--- config.mk ---
export PLATFORM = sky130hd
export DESIGN_NAME = dns_name_to_text
export DESIGN_NICKNAME = d
export VERILOG_FILES = /design/src/hdl/dn2t_pkg.sv /design/src/hdl/dn2t_fifo.sv /design/src/hdl/dn2t_front.sv /design/src/hdl/dn2t_back.sv /design/src/hdl/dns_name_to_text.sv
export VERILOG_INCLUDE_DIRS = /design/src /design/src/hdl
export SDC_FILE = /design/constraint.sdc
export NUM_CORES = 1
export LEC_CHECK = 0
export ABC_AREA = 1
export BUFFER_PORTS_ARGS = -buffer_cell sky130_fd_sc_hd__buf_2
export CORE_ASPECT_RATIO = 1.1
export CORE_MARGIN = 4
export CORE_UTILIZATION = 50
export DETAILED_ROUTE_END_ITERATION = 12
export PLACE_DENSITY = 0.67
export RECOVER_POWER = 25
export REMOVE_ABC_BUFFERS = 1
export SKIP_CTS_REPAIR_TIMING = 1
export SYNTH_ARGS = -nofsm -noshare
export SYNTH_HDL_FRONTEND = slang
export SYNTH_SLANG_ARGS = --single-unit
--- constraint.sdc ---
create_clock -name aclk -period 9.8 [get_ports aclk]
set_clock_uncertainty 0.05 [all_clocks]
set_input_delay 0.49 -clock aclk [delete_from_list [all_inputs] [get_ports aclk]]
set_output_delay 0.49 -clock aclk [all_outputs]
set_load 0.005 [all_outputs]
--- src/hdl/dns_name_to_text_defines.svh ---
// Assertion macros shared by the DNS name-to-text RTL.
// Included by every module that carries concurrent assertions.
`ifndef DNS_NAME_TO_TEXT_DEFINES_SVH
`define DNS_NAME_TO_TEXT_DEFINES_SVH

// Same-cycle implication, disabled while reset is asserted.
`define DN2T_ASSERT_IMPL(lbl, clk, rstn, ante, cons) \
    lbl: assert property (@(posedge clk) disable iff (!(rstn)) (ante) |-> (cons)) \
        else $error("dn2t assertion failed");

// Next-cycle implication, disabled while reset is asserted.
`define DN2T_ASSERT_NEXT(lbl, clk, rstn, ante, cons) \
    lbl: assert property (@(posedge clk) disable iff (!(rstn)) (ante) |=> (cons)) \
        else $error("dn2t assertion failed");

`endif

--- src/hdl/dn2t_pkg.sv ---
// Shared types, constants and helper functions for the DNS name-to-text block.
// Used by the front end, the command queue, the back end and the top level.
`default_nettype none

package dn2t_pkg;

    localparam int unsigned SIZE_W    = 12;
    localparam int unsigned LEN_W     = 11;
    localparam logic [SIZE_W-1:0] SIZE_CAP = 12'd2048;
    localparam logic [SIZE_W-1:0] DEST_SIZE_RESET = 12'd1024;

    localparam int unsigned FIFO_DEPTH = 4;
    localparam int unsigned FIFO_AW    = $clog2(FIFO_DEPTH);

    localparam logic [7:0] CH_DOT   = 8'h2E;
    localparam logic [7:0] CH_BSL   = 8'h5C;
    localparam logic [7:0] CH_ZERO  = 8'h30;
    localparam logic [7:0] CH_NUL   = 8'h00;

    // What the back end must emit for one accepted byte.
    typedef enum logic [2:0] {
        CMD_CHAR,      // the byte as it is
        CMD_SPECIAL,   // backslash, then the byte
        CMD_ESCAPE,    // backslash and three decimal digits
        CMD_DOT,       // label separator
        CMD_END,       // NUL with the text length
        CMD_ROOT,      // '.' then NUL, length one
        CMD_FAIL       // overflow error end
    } cmd_kind_t;

    typedef struct packed {
        cmd_kind_t         kind;
        logic [7:0]        data;
        logic [LEN_W-1:0]  len;
    } cmd_t;

    typedef struct packed {
        logic [LEN_W-1:0] text_length;
        logic             name_ok;
        logic             name_done;
        logic             char_valid;
        logic [7:0]       out_char;
    } result_t;

    typedef enum logic [1:0] {
        BK_PLAIN,
        BK_SPECIAL,
        BK_ESCAPE
    } byte_kind_t;

    function automatic byte_kind_t classify(input logic [7:0] b);
        byte_kind_t k;
        if (b < 8'h21 || b > 8'h7E) begin
            k = BK_ESCAPE;
        end else if (b == 8'h22 || b == 8'h24 || b == 8'h2E || b == 8'h3B ||
                     b == 8'h40 || b == 8'h5C) begin
            k = BK_SPECIAL;
        end else begin
            k = BK_PLAIN;
        end
        return k;
    endfunction

    // Returns {ones, tens, hundreds} as ASCII digits.
    function automatic logic [23:0] dec_digits(input logic [7:0] b);
        logic [1:0]  h;
        logic [7:0]  r;
        logic [14:0] prod;
        logic [3:0]  t;
        logic [7:0]  o;
        if (b >= 8'd200) begin
            h = 2'd2;
        end else if (b >= 8'd100) begin
            h = 2'd1;
        end else begin
            h = 2'd0;
        end
        r    = b - 8'(h) * 8'd100;
        // r is below 100, so r * 205 / 2048 is exactly r / 10.
        prod = 15'(r[6:0]) * 15'd205;
        t    = prod[14:11];
        o    = r - 8'(t) * 8'd10;
        return {CH_ZERO + o, CH_ZERO + 8'(t), CH_ZERO + 8'(h)};
    endfunction

endpackage

`default_nettype wire

--- src/hdl/dn2t_fifo.sv ---
// Short command queue between the front end and the back end.
// Depends on dn2t_pkg for cmd_t and the queue depth.
`default_nettype none

`include "dns_name_to_text_defines.svh"

module dn2t_fifo
    import dn2t_pkg::*;
(
    input  wire logic aclk,
    input  wire logic aresetn,
    input  wire logic push,
    input  wire cmd_t push_cmd,
    output logic      full,
    input  wire logic pop,
    output cmd_t      pop_cmd,
    output logic      empty
);

    cmd_t                mem [FIFO_DEPTH];
    logic [FIFO_AW-1:0]  wr_ptr_reg, wr_ptr_next;
    logic [FIFO_AW-1:0]  rd_ptr_reg, rd_ptr_next;
    logic [FIFO_AW:0]    count_reg, count_next;

    assign full    = (count_reg == (FIFO_AW+1)'(FIFO_DEPTH));
    assign empty   = (count_reg == '0);
    assign pop_cmd = mem[rd_ptr_reg];

    always_comb begin
        wr_ptr_next = wr_ptr_reg;
        rd_ptr_next = rd_ptr_reg;
        count_next  = count_reg;
        if (push) begin
            wr_ptr_next = wr_ptr_reg + 1'b1;
        end
        if (pop) begin
            rd_ptr_next = rd_ptr_reg + 1'b1;
        end
        if (push && !pop) begin
            count_next = count_reg + 1'b1;
        end else if (pop && !push) begin
            count_next = count_reg - 1'b1;
        end
    end

    always_ff @(posedge aclk) begin
        if (!aresetn) begin
            wr_ptr_reg <= '0;
            rd_ptr_reg <= '0;
            count_reg  <= '0;
        end else begin
            wr_ptr_reg <= wr_ptr_next;
            rd_ptr_reg <= rd_ptr_next;
            count_reg  <= count_next;
        end
    end

    always_ff @(posedge aclk) begin
        if (push) begin
            mem[wr_ptr_reg] <= push_cmd;
        end
    end

    `DN2T_ASSERT_IMPL(a_no_overflow, aclk, aresetn, full, !push)
    `DN2T_ASSERT_IMPL(a_no_underflow, aclk, aresetn, empty, !pop)
    `DN2T_ASSERT_NEXT(a_push_not_empty, aclk, aresetn, push, !empty)

endmodule

`default_nettype wire

--- src/hdl/dn2t_front.sv ---
// Front end: accepts wire-format bytes, tracks the name parse state and the
// capacity, and queues at most one output command per byte. Depends on dn2t_pkg.
`default_nettype none

module dn2t_front
    import dn2t_pkg::*;
(
    input  wire logic              aclk,
    input  wire logic              aresetn,
    input  wire logic              cfg_wr_en,
    input  wire logic [SIZE_W-1:0] cfg_wr_data,
    input  wire logic              in_valid,
    output logic                   in_ready,
    input  wire logic [7:0]        in_byte,
    input  wire logic              in_start,
    output logic                   push,
    output cmd_t                   push_cmd,
    input  wire logic              q_full
);

    typedef enum logic [1:0] {
        PH_FIRST,
        PH_LEN,
        PH_LABEL,
        PH_DISCARD
    } phase_t;

    phase_t            phase_reg, phase_next;
    logic [7:0]        left_reg, left_next;
    logic [LEN_W-1:0]  count_reg, count_next;
    logic              first_reg, first_next;
    logic [SIZE_W-1:0] dest_reg;

    logic [SIZE_W-1:0] eff;
    phase_t            ph;
    logic [LEN_W-1:0]  cnt;
    logic              fst;
    byte_kind_t        bk;
    logic [2:0]        extra;
    logic              fits;
    logic              has_cmd;
    logic              accept;

    assign in_ready = !q_full;
    assign accept   = in_valid && in_ready;
    assign push     = accept && has_cmd;
    assign eff      = (dest_reg > SIZE_CAP) ? SIZE_CAP : dest_reg;
    assign bk       = classify(in_byte);

    always_comb begin
        ph  = in_start ? PH_FIRST : phase_reg;
        cnt = in_start ? '0 : count_reg;
        fst = in_start ? 1'b1 : first_reg;

        // Characters this byte needs beyond those already written.
        if (ph == PH_LABEL) begin
            case (bk)
                BK_PLAIN:   extra = 3'd1;
                BK_SPECIAL: extra = 3'd2;
                default:    extra = 3'd4;
            endcase
        end else begin
            extra = 3'd1;
        end
        // Room is left while written + needed stays below the capacity.
        fits = ({2'b00, cnt} + 13'(extra)) < {1'b0, eff};

        phase_next = ph;
        left_next  = in_start ? 8'd0 : left_reg;
        count_next = cnt;
        first_next = fst;
        has_cmd    = 1'b0;
        push_cmd   = '{kind: CMD_CHAR, data: in_byte, len: '0};

        unique case (ph) inside
            PH_FIRST, PH_LEN: begin
                if (in_byte == 8'd0) begin
                    has_cmd    = 1'b1;
                    phase_next = PH_FIRST;
                    count_next = '0;
                    first_next = 1'b1;
                    left_next  = 8'd0;
                    if (ph == PH_FIRST) begin
                        if (eff < 12'd2) begin
                            push_cmd.kind = CMD_FAIL;
                            phase_next    = PH_DISCARD;
                        end else begin
                            push_cmd.kind = CMD_ROOT;
                            push_cmd.len  = LEN_W'(1);
                        end
                    end else begin
                        push_cmd.kind = CMD_END;
                        push_cmd.len  = cnt;
                    end
                end else if (!fits) begin
                    has_cmd       = 1'b1;
                    push_cmd.kind = CMD_FAIL;
                    phase_next    = PH_DISCARD;
                    count_next    = '0;
                    first_next    = 1'b1;
                    left_next     = 8'd0;
                end else begin
                    if (!fst) begin
                        has_cmd       = 1'b1;
                        push_cmd.kind = CMD_DOT;
                        count_next    = cnt + 1'b1;
                    end
                    first_next = 1'b0;
                    left_next  = in_byte;
                    phase_next = PH_LABEL;
                end
            end
            PH_LABEL: begin
                has_cmd = 1'b1;
                if (!fits) begin
                    push_cmd.kind = CMD_FAIL;
                    phase_next    = PH_DISCARD;
                    count_next    = '0;
                    first_next    = 1'b1;
                    left_next     = 8'd0;
                end else begin
                    case (bk)
                        BK_PLAIN:   push_cmd.kind = CMD_CHAR;
                        BK_SPECIAL: push_cmd.kind = CMD_SPECIAL;
                        default:    push_cmd.kind = CMD_ESCAPE;
                    endcase
                    count_next = cnt + LEN_W'(extra);
                    left_next  = left_reg - 1'b1;
                    if (left_reg == 8'd1) begin
                        phase_next = PH_LEN;
                    end
                end
            end
            default: begin
                // Dropping bytes until the next name start.
            end
        endcase
    end

    always_ff @(posedge aclk) begin
        if (!aresetn) begin
            phase_reg <= PH_FIRST;
            left_reg  <= 8'd0;
            count_reg <= '0;
            first_reg <= 1'b1;
        end else if (accept) begin
            phase_reg <= phase_next;
            left_reg  <= left_next;
            count_reg <= count_next;
            first_reg <= first_next;
        end
    end

    always_ff @(posedge aclk) begin
        if (!aresetn) begin
            dest_reg <= DEST_SIZE_RESET;
        end else if (cfg_wr_en) begin
            dest_reg <= cfg_wr_data;
        end
    end

endmodule

`default_nettype wire

--- src/hdl/dn2t_back.sv ---
// Back end: takes commands from the queue and emits one text character per
// cycle into the output register while it is free. Depends on dn2t_pkg.
`default_nettype none

`include "dns_name_to_text_defines.svh"

module dn2t_back
    import dn2t_pkg::*;
(
    input  wire logic aclk,
    input  wire logic aresetn,
    input  wire logic q_empty,
    input  wire cmd_t q_cmd,
    output logic      q_pop,
    output logic      out_valid,
    input  wire logic out_ready,
    output result_t   out_result,
    output logic      out_last
);

    cmd_t       cur_reg;
    logic       cur_valid_reg;
    logic [1:0] step_reg;
    result_t    res_reg;
    logic       last_reg;
    logic       valid_reg;

    logic [1:0]  final_step;
    logic        out_free;
    logic        emit;
    logic        done;
    logic [23:0] digits;
    result_t     res;

    assign out_valid  = valid_reg;
    assign out_result = res_reg;
    assign out_last   = last_reg;

    assign out_free = !valid_reg || out_ready;
    assign emit     = cur_valid_reg && out_free;
    assign done     = emit && (step_reg == final_step);
    assign q_pop    = !q_empty && (!cur_valid_reg || done);
    assign digits   = dec_digits(cur_reg.data);

    always_comb begin
        unique case (cur_reg.kind) inside
            CMD_SPECIAL, CMD_ROOT: final_step = 2'd1;
            CMD_ESCAPE:            final_step = 2'd3;
            default:               final_step = 2'd0;
        endcase
    end

    always_comb begin
        res = '{text_length: '0, name_ok: 1'b0, name_done: 1'b0,
                char_valid: 1'b1, out_char: cur_reg.data};
        unique case (cur_reg.kind)
            CMD_CHAR: begin
            end
            CMD_SPECIAL: begin
                if (step_reg == 2'd0) begin
                    res.out_char = CH_BSL;
                end
            end
            CMD_ESCAPE: begin
                case (step_reg)
                    2'd0:    res.out_char = CH_BSL;
                    2'd1:    res.out_char = digits[7:0];
                    2'd2:    res.out_char = digits[15:8];
                    default: res.out_char = digits[23:16];
                endcase
            end
            CMD_DOT: begin
                res.out_char = CH_DOT;
            end
            CMD_ROOT: begin
                if (step_reg == 2'd0) begin
                    res.out_char = CH_DOT;
                end else begin
                    res.out_char    = CH_NUL;
                    res.name_done   = 1'b1;
                    res.name_ok     = 1'b1;
                    res.text_length = cur_reg.len;
                end
            end
            CMD_END: begin
                res.out_char    = CH_NUL;
                res.name_done   = 1'b1;
                res.name_ok     = 1'b1;
                res.text_length = cur_reg.len;
            end
            default: begin
                res.out_char   = CH_NUL;
                res.char_valid = 1'b0;
                res.name_done  = 1'b1;
            end
        endcase
    end

    always_ff @(posedge aclk) begin
        if (!aresetn) begin
            cur_valid_reg <= 1'b0;
            step_reg      <= 2'd0;
            valid_reg     <= 1'b0;
        end else begin
            if (q_pop) begin
                cur_valid_reg <= 1'b1;
                step_reg      <= 2'd0;
            end else if (done) begin
                cur_valid_reg <= 1'b0;
            end else if (emit) begin
                step_reg <= step_reg + 1'b1;
            end
            if (emit) begin
                valid_reg <= 1'b1;
            end else if (out_ready) begin
                valid_reg <= 1'b0;
            end
        end
    end

    always_ff @(posedge aclk) begin
        if (q_pop) begin
            cur_reg <= q_cmd;
        end
        if (emit) begin
            res_reg  <= res;
            last_reg <= (step_reg == final_step);
        end
    end

    `DN2T_ASSERT_IMPL(a_done_is_last, aclk, aresetn,
        valid_reg && res_reg.name_done, last_reg)
    `DN2T_ASSERT_IMPL(a_error_shape, aclk, aresetn,
        valid_reg && !res_reg.char_valid,
        res_reg.name_done && !res_reg.name_ok && (res_reg.text_length == '0))

endmodule

`default_nettype wire

--- src/hdl/dns_name_to_text.sv ---
// Top level of the DNS wire-format name to presentation text converter.
// Instantiates dn2t_front, dn2t_fifo and dn2t_back; depends on dn2t_pkg.
`default_nettype none

// The block takes a wire-format domain name one byte per transfer on the
// s_ channel (tuser marks the first length byte of a new name) and delivers
// the presentation text one character per transfer on the m_ channel, with a
// done/ok/length report on the terminating NUL or on an overflow error, and
// tlast on the final character caused by each input byte. Each input byte
// is classified combinationally and queued as a command in a four-entry
// queue, so a new byte can be accepted every cycle while the queue has
// room. The output register emits one character per cycle unless m_tready
// stalls it: a byte yields one to four characters (plain character one,
// special two, decimal escape four, bytes with no text none). dest_size
// is written through cfg_wr_en/cfg_wr_data and resets to 1024.
module dns_name_to_text
    import dn2t_pkg::*;
(
    input  wire logic              aclk,
    input  wire logic              aresetn,
    input  wire logic              cfg_wr_en,
    input  wire logic [SIZE_W-1:0] cfg_wr_data,   // dest_size
    input  wire logic              s_tvalid,
    output logic                   s_tready,
    input  wire logic [7:0]        s_tdata,       // [7:0] wire_byte
    input  wire logic              s_tuser,       // [0] name_start
    output logic                   m_tvalid,
    input  wire logic              m_tready,
    // [7:0] out_char, [8] char_valid, [9] name_done, [10] name_ok,
    // [21:11] text_length, [23:22] zero
    output logic [23:0]            m_tdata,
    output logic                   m_tlast
);

    logic    push;
    cmd_t    push_cmd;
    logic    q_full;
    logic    q_empty;
    logic    q_pop;
    cmd_t    q_cmd;
    result_t result;

    dn2t_front u_front (
        .aclk        (aclk),
        .aresetn     (aresetn),
        .cfg_wr_en   (cfg_wr_en),
        .cfg_wr_data (cfg_wr_data),
        .in_valid    (s_tvalid),
        .in_ready    (s_tready),
        .in_byte     (s_tdata),
        .in_start    (s_tuser),
        .push        (push),
        .push_cmd    (push_cmd),
        .q_full      (q_full)
    );

    dn2t_fifo u_fifo (
        .aclk     (aclk),
        .aresetn  (aresetn),
        .push     (push),
        .push_cmd (push_cmd),
        .full     (q_full),
        .pop      (q_pop),
        .pop_cmd  (q_cmd),
        .empty    (q_empty)
    );

    dn2t_back u_back (
        .aclk       (aclk),
        .aresetn    (aresetn),
        .q_empty    (q_empty),
        .q_cmd      (q_cmd),
        .q_pop      (q_pop),
        .out_valid  (m_tvalid),
        .out_ready  (m_tready),
        .out_result (result),
        .out_last   (m_tlast)
    );

    assign m_tdata = {2'b00, result};

endmodule

`default_nettype wire
Yosys cells after proc, flatten, opt, wreduce, memory -nomap -nowiden
Memories as Yosys holds them, arrays and structs flattened. A register that Yosys moved wholly into a read port is not among the register bits.
Index checks and enable logic that the tools add are counted.

storage, ports and cells
  register bits after elaboration = 68
  memories = 1
  word-level logic and storage cells = 165
  bits in writable memories = 88
  output and inout bits = 27
  input port bits = 26

memories
  memory      depth  width  read ports  clocked after memory_dff  write ports  line             RTL
  u_fifo.mem  4      22     1           1                         1            dn2t_fifo.sv:20  cmd_t mem [FIFO_DEPTH];

cells by class
  $lt $le $gt $ge = 7
  reductions and logical operators = 38
  $add $sub $neg = 14
  mux-type cells = 64
  $mul = 3
  bitwise gates (word level) = 2
  equal/unequal tests = 19

operators by type and width
  operator                                                                count
  11-bit two-way mux                                                      8
  8-bit two-way mux                                                       5
  8-bit one-hot mux with 5 select lines                                   1
  8-bit by 6-bit == test with 1-bit output (second input constant)        4
  12-bit one-hot mux with 2 select lines                                  1
  8-bit one-hot mux with 3 select lines                                   1
  2-bit two-way mux                                                       11
  11-bit one-hot mux with 2 select lines                                  1
  1-bit two-way mux                                                       18
  3-bit two-way mux                                                       6
  8-bit by 7-bit == test with 1-bit output (second input constant)        2
  8-bit one-hot mux with 2 select lines                                   1
  8-bit subtractor                                                        2
  7-bit by 8-bit multiplier with 15-bit output (second input constant)    1
  13-bit by 12-bit < comparator with 1-bit output                         1
  13-bit two-way mux                                                      1
  11-bit by 3-bit adder with 12-bit output                                1
  12-bit greater-than comparator (second input constant)                  1
  12-bit by 2-bit < comparator with 1-bit output (second input constant)  1
  12-bit two-way mux                                                      1
  2-bit one-hot mux with 2 select lines                                   3
  3-bit one-hot mux with 2 select lines                                   2
  11-bit by 1-bit adder with 11-bit output (second input constant)        1
  11-bit by 3-bit adder with 11-bit output                                1
  other kinds (35)                                                        72

Depth between registers and ports, before layout
  depth after elaboration = 21
  mapped depth = 44
  gate-level depth less buffers = 44

Cells and area by module
A second synthesis with hierarchy kept.

second synthesis, totals
  cell total of the unflattened synthesis = 1,191
  area, all modules = 10,548.9 um^2

modules (own cells, without submodules)
  module            sequential area each (um^2)  area an instance (um^2)  cells each  times used
  dn2t_fifo         2,822.7                      3,737.3                  271         1
  dn2t_back         1,431.4                      3,676.0                  425         1
  dn2t_front        680.7                        3,116.7                  492         1
  dns_name_to_text  0.0                          18.8                     3           1

Worst setup path before layout
Ideal clock, no wire load.

  kind = reg2reg
  start point = register, netlist name u_back.cur_reg[15]
  end point = register u_back.res_reg, in the netlist u_back.out_result[7] (data pin)
  cell stages (with the launch flop) = 42
  arrival = 6,564 ps
  clock period less this slack = 6,867 ps
  required time = 9,497 ps
  setup slack = 2,933 ps
  path through = edfxtp_1 nor2_1 nand2_1 nand3_1 nand2_1 inv_1 nor2_1 ha_1 fa_1 nand2_1 a21oi_1 xnor2_1 ha_1 ha_1 fa_1 inv_1 fa_1 inv_1 [... 6 more ...] inv_1 nand3_1 inv_1 nor2_1 ha_1 inv_1 fa_1 xnor2_1 ha_1 ha_1 a21oi_1 o21ai_0 a21oi_1 nand3_1 nand2_1 nand2_1 nand3_1 nand2_1

RTL lines
  what                  line              RTL
  to (signal assigned)  dn2t_back.sv:126  res_reg <= res;
  to (decl)             dn2t_back.sv:24   result_t res_reg;

==> out/results.md <==
- class of the worst hold path: in2reg
- Via density: 5.21
- post-synthesis average cell area: 8.59 sq um
- area of the die: 23300 sq um
- most common library cells after synthesis: sky130_fd_sc_hd__nand2_1, sky130_fd_sc_hd__inv_1, sky130_fd_sc_hd__nor2_1
- number of instances in the synthesized netlist: 1215
- worst relative slew slack: 0.101
- wire length of the first global-routing pass: 36400 microns
- Num Clock Sinks: 178
- endpoint required time on the critical path: 9940 ps
- TritonCTS clock tree: done
- largest net degree at the start of global routing: 47
- leading area contributor after synthesis: sky130_fd_sc_hd__edfxtp_1
- cell family contributing the most delay on the critical path: adder cells
- die outline width: 146 microns
- via count of the first global-routing pass: 7575
- number of diodes added for antenna fixing: 0
- standard-cell rows: 55
- antenna violations before repair: 0
- CTS H-tree depth: 4
- CTS Buf Count: 17
- Initial DRC Count: 531
- Die H: 160 microns
- final count of hold timing violations: 0
- later-pin clock latency in the skew report: 430 ps
- drt pass-1 iters: 5
- Worst path max stage delay: 520 ps
- total of warnings raised by yosys: 0
- final weighted congestion in routability-driven placement: 0.848
- DR vias: 7952
- portion of the post-synthesis area used by sequential elements: 0.469
- placed inst area: 10900 sq um
- Detail Route Antenna Nets: 0
- data arrival at the endpoint of the critical path: 7670 ps
- non-filler instance count after layout: 1526
- async set or reset register ratio after synthesis: 0
- deepest clock path buffer count: 2
- clock period minus worst slack: 7530 ps
- area growth from synthesis to final layout: 10.2%
- CTS Root Cell: sky130_fd_sc_hd__clkbuf_16
- Critical Path End Type: flip-flop
- FF+latch count, synth: 178
- cell repeated most along the worst path: sky130_fd_sc_hd__nand2_1
- sum of negative setup slack: 0 ps
- max reg flops: 88
- status: complete, no violations
- share of the synthesized area in the top cell type: 0.383
- unique cell type count in the Yosys netlist: 43
- fin area: 11500 sq um
- Pins Over Slew Limit: 0
- detailed-route wire length per cell: 14.1 microns
- core area: 20600 sq um
- grt ovf: 0
- cells taking the most area after synthesis: sky130_fd_sc_hd__edfxtp_1, sky130_fd_sc_hd__ha_1, sky130_fd_sc_hd__dfxtp_1
- buffers and inverters on the worst path: 6
- port buffer count: 50
- type of origin of the critical path: flip-flop
- number of placed I/O pins: 53
- post-layout net count: 1373
- final-report setup violation count: 0
- unrepaired setup endpoints after global routing: false
- most frequently used flop master after synthesis: sky130_fd_sc_hd__edfxtp_1
- most used standard cell by instance count after synthesis: sky130_fd_sc_hd__nand2_1
- Max Fclk: 133 MHz
- Initial Util: 0.507
- global-route total usage across every layer: 0.190
- share of post-route cells with drive strength above 1: 0.0913
- Worst path slowest cell: sky130_fd_sc_hd__fa_1
- critical-path maximum fanout: 4
- EDFF count, synth: 133
- Setup CP Type: reg2reg
- post-synthesis instance area: 10400 sq um
- Clk pin slew, worst setup/hold paths: 70 ps
- routed wire length: 21600 microns
- DP Cell Count: 1494
- DRC violations left: 0
- half-perimeter wire length after placement: 15600 microns
- ratio of final minimum period to clock period: 0.769
- actual transition at the worst max-transition pin: 1350 ps
- max-capacitance violation count: 0
worst reg2reg max path, delay by kind of cell, from the launching register on:
kind,cells,cell delay (ps)
compound gates,5,670
xor+xnor,2,540
fa+ha+maj,11,3730
buf+inv,6,390
flops,1,450
simple gates,17,1480
layout by cell type (no fill, tap or decap), types with 5 or more instances in the layout:
master                      instances
sky130_fd_sc_hd__a21oi_1           75
sky130_fd_sc_hd__buf_2             35
sky130_fd_sc_hd__buf_4              5
sky130_fd_sc_hd__clkbuf_1          16
sky130_fd_sc_hd__clkbuf_16         17
sky130_fd_sc_hd__dfxtp_1           44
sky130_fd_sc_hd__edfxtp_1         133
sky130_fd_sc_hd__fa_1              13
sky130_fd_sc_hd__ha_1              77
sky130_fd_sc_hd__inv_1            190
sky130_fd_sc_hd__inv_2              6
sky130_fd_sc_hd__nand2_1          210
sky130_fd_sc_hd__nand3_1           71
sky130_fd_sc_hd__nand4_1            9
sky130_fd_sc_hd__nor2_1           133
sky130_fd_sc_hd__nor2_2            18
sky130_fd_sc_hd__nor2_4             6
sky130_fd_sc_hd__nor3_1            24
sky130_fd_sc_hd__o21ai_0           90
sky130_fd_sc_hd__o21bai_1           5
sky130_fd_sc_hd__o22ai_1           22
sky130_fd_sc_hd__xnor2_1            7
sky130_fd_sc_hd__xor2_1            13
per-stage QoR:
| step | hold WS (ps) | setup WS (ps) | utilization |
|---|---|---|---|
| finish | 214 | 2270 | 0.559 |
| global route | 208 | 1720 | 0.559 |
| CTS | 195 | 2300 | 0.560 |
| detailed placement | 416 | 2330 | 0.531 |
| global placement | 418 | 2500 | 0.531 |
| floorplan | 398 | 2930 | - |
final timing paths:
kind                               end  cells past startpoint  slack (ps)                start
setup / recovery  u_back.out_result[7]                     41        2270   u_back.cur_reg[15]
hold / removal    u_front.dest_reg[10]                      3         210      cfg_wr_data[10]
setup reg to reg  u_back.out_result[7]                     41        2270   u_back.cur_reg[15]
hold reg to reg    u_front.dest_reg[0]                      2         430  u_front.dest_reg[0]
cell type report:
class / count / area (sq um)
Clock inverter: 13 / 161
Sequential cell: 178 / 4900
Fill cell: 1841 / 9070
Clock buffer: 19 / 453
Timing Repair Buffer: 56 / 273
Tap cell: 256 / 320
Multi-Input combinational cell: 805 / 4650
Inverter: 199 / 749
layer usage:
metal  track usage  part of all wire  wire [microns]  up-vias
met5             0                 0               0        -
met4        0.0419            0.0090             195        0
met3        0.0404             0.042             898       21
met2         0.339              0.50           10900      168
met1         0.237              0.44            9600     3669
li1              -                 -               -     4094
logic make-up after synthesis:
family,after synthesis,share of synthesized area
other,1,0.000359
AOI/OAI and AO/OA,207,0.106
adders and majority gates,90,0.117
xor gates and xnor gates,21,0.0183
and+or+nand+nor,485,0.203
buffers and inverters,233,0.0868
DFF,178,0.469
Power is not shown: default switching activity piles up to over one toggle a cycle in this logic, so the estimate is an artifact.
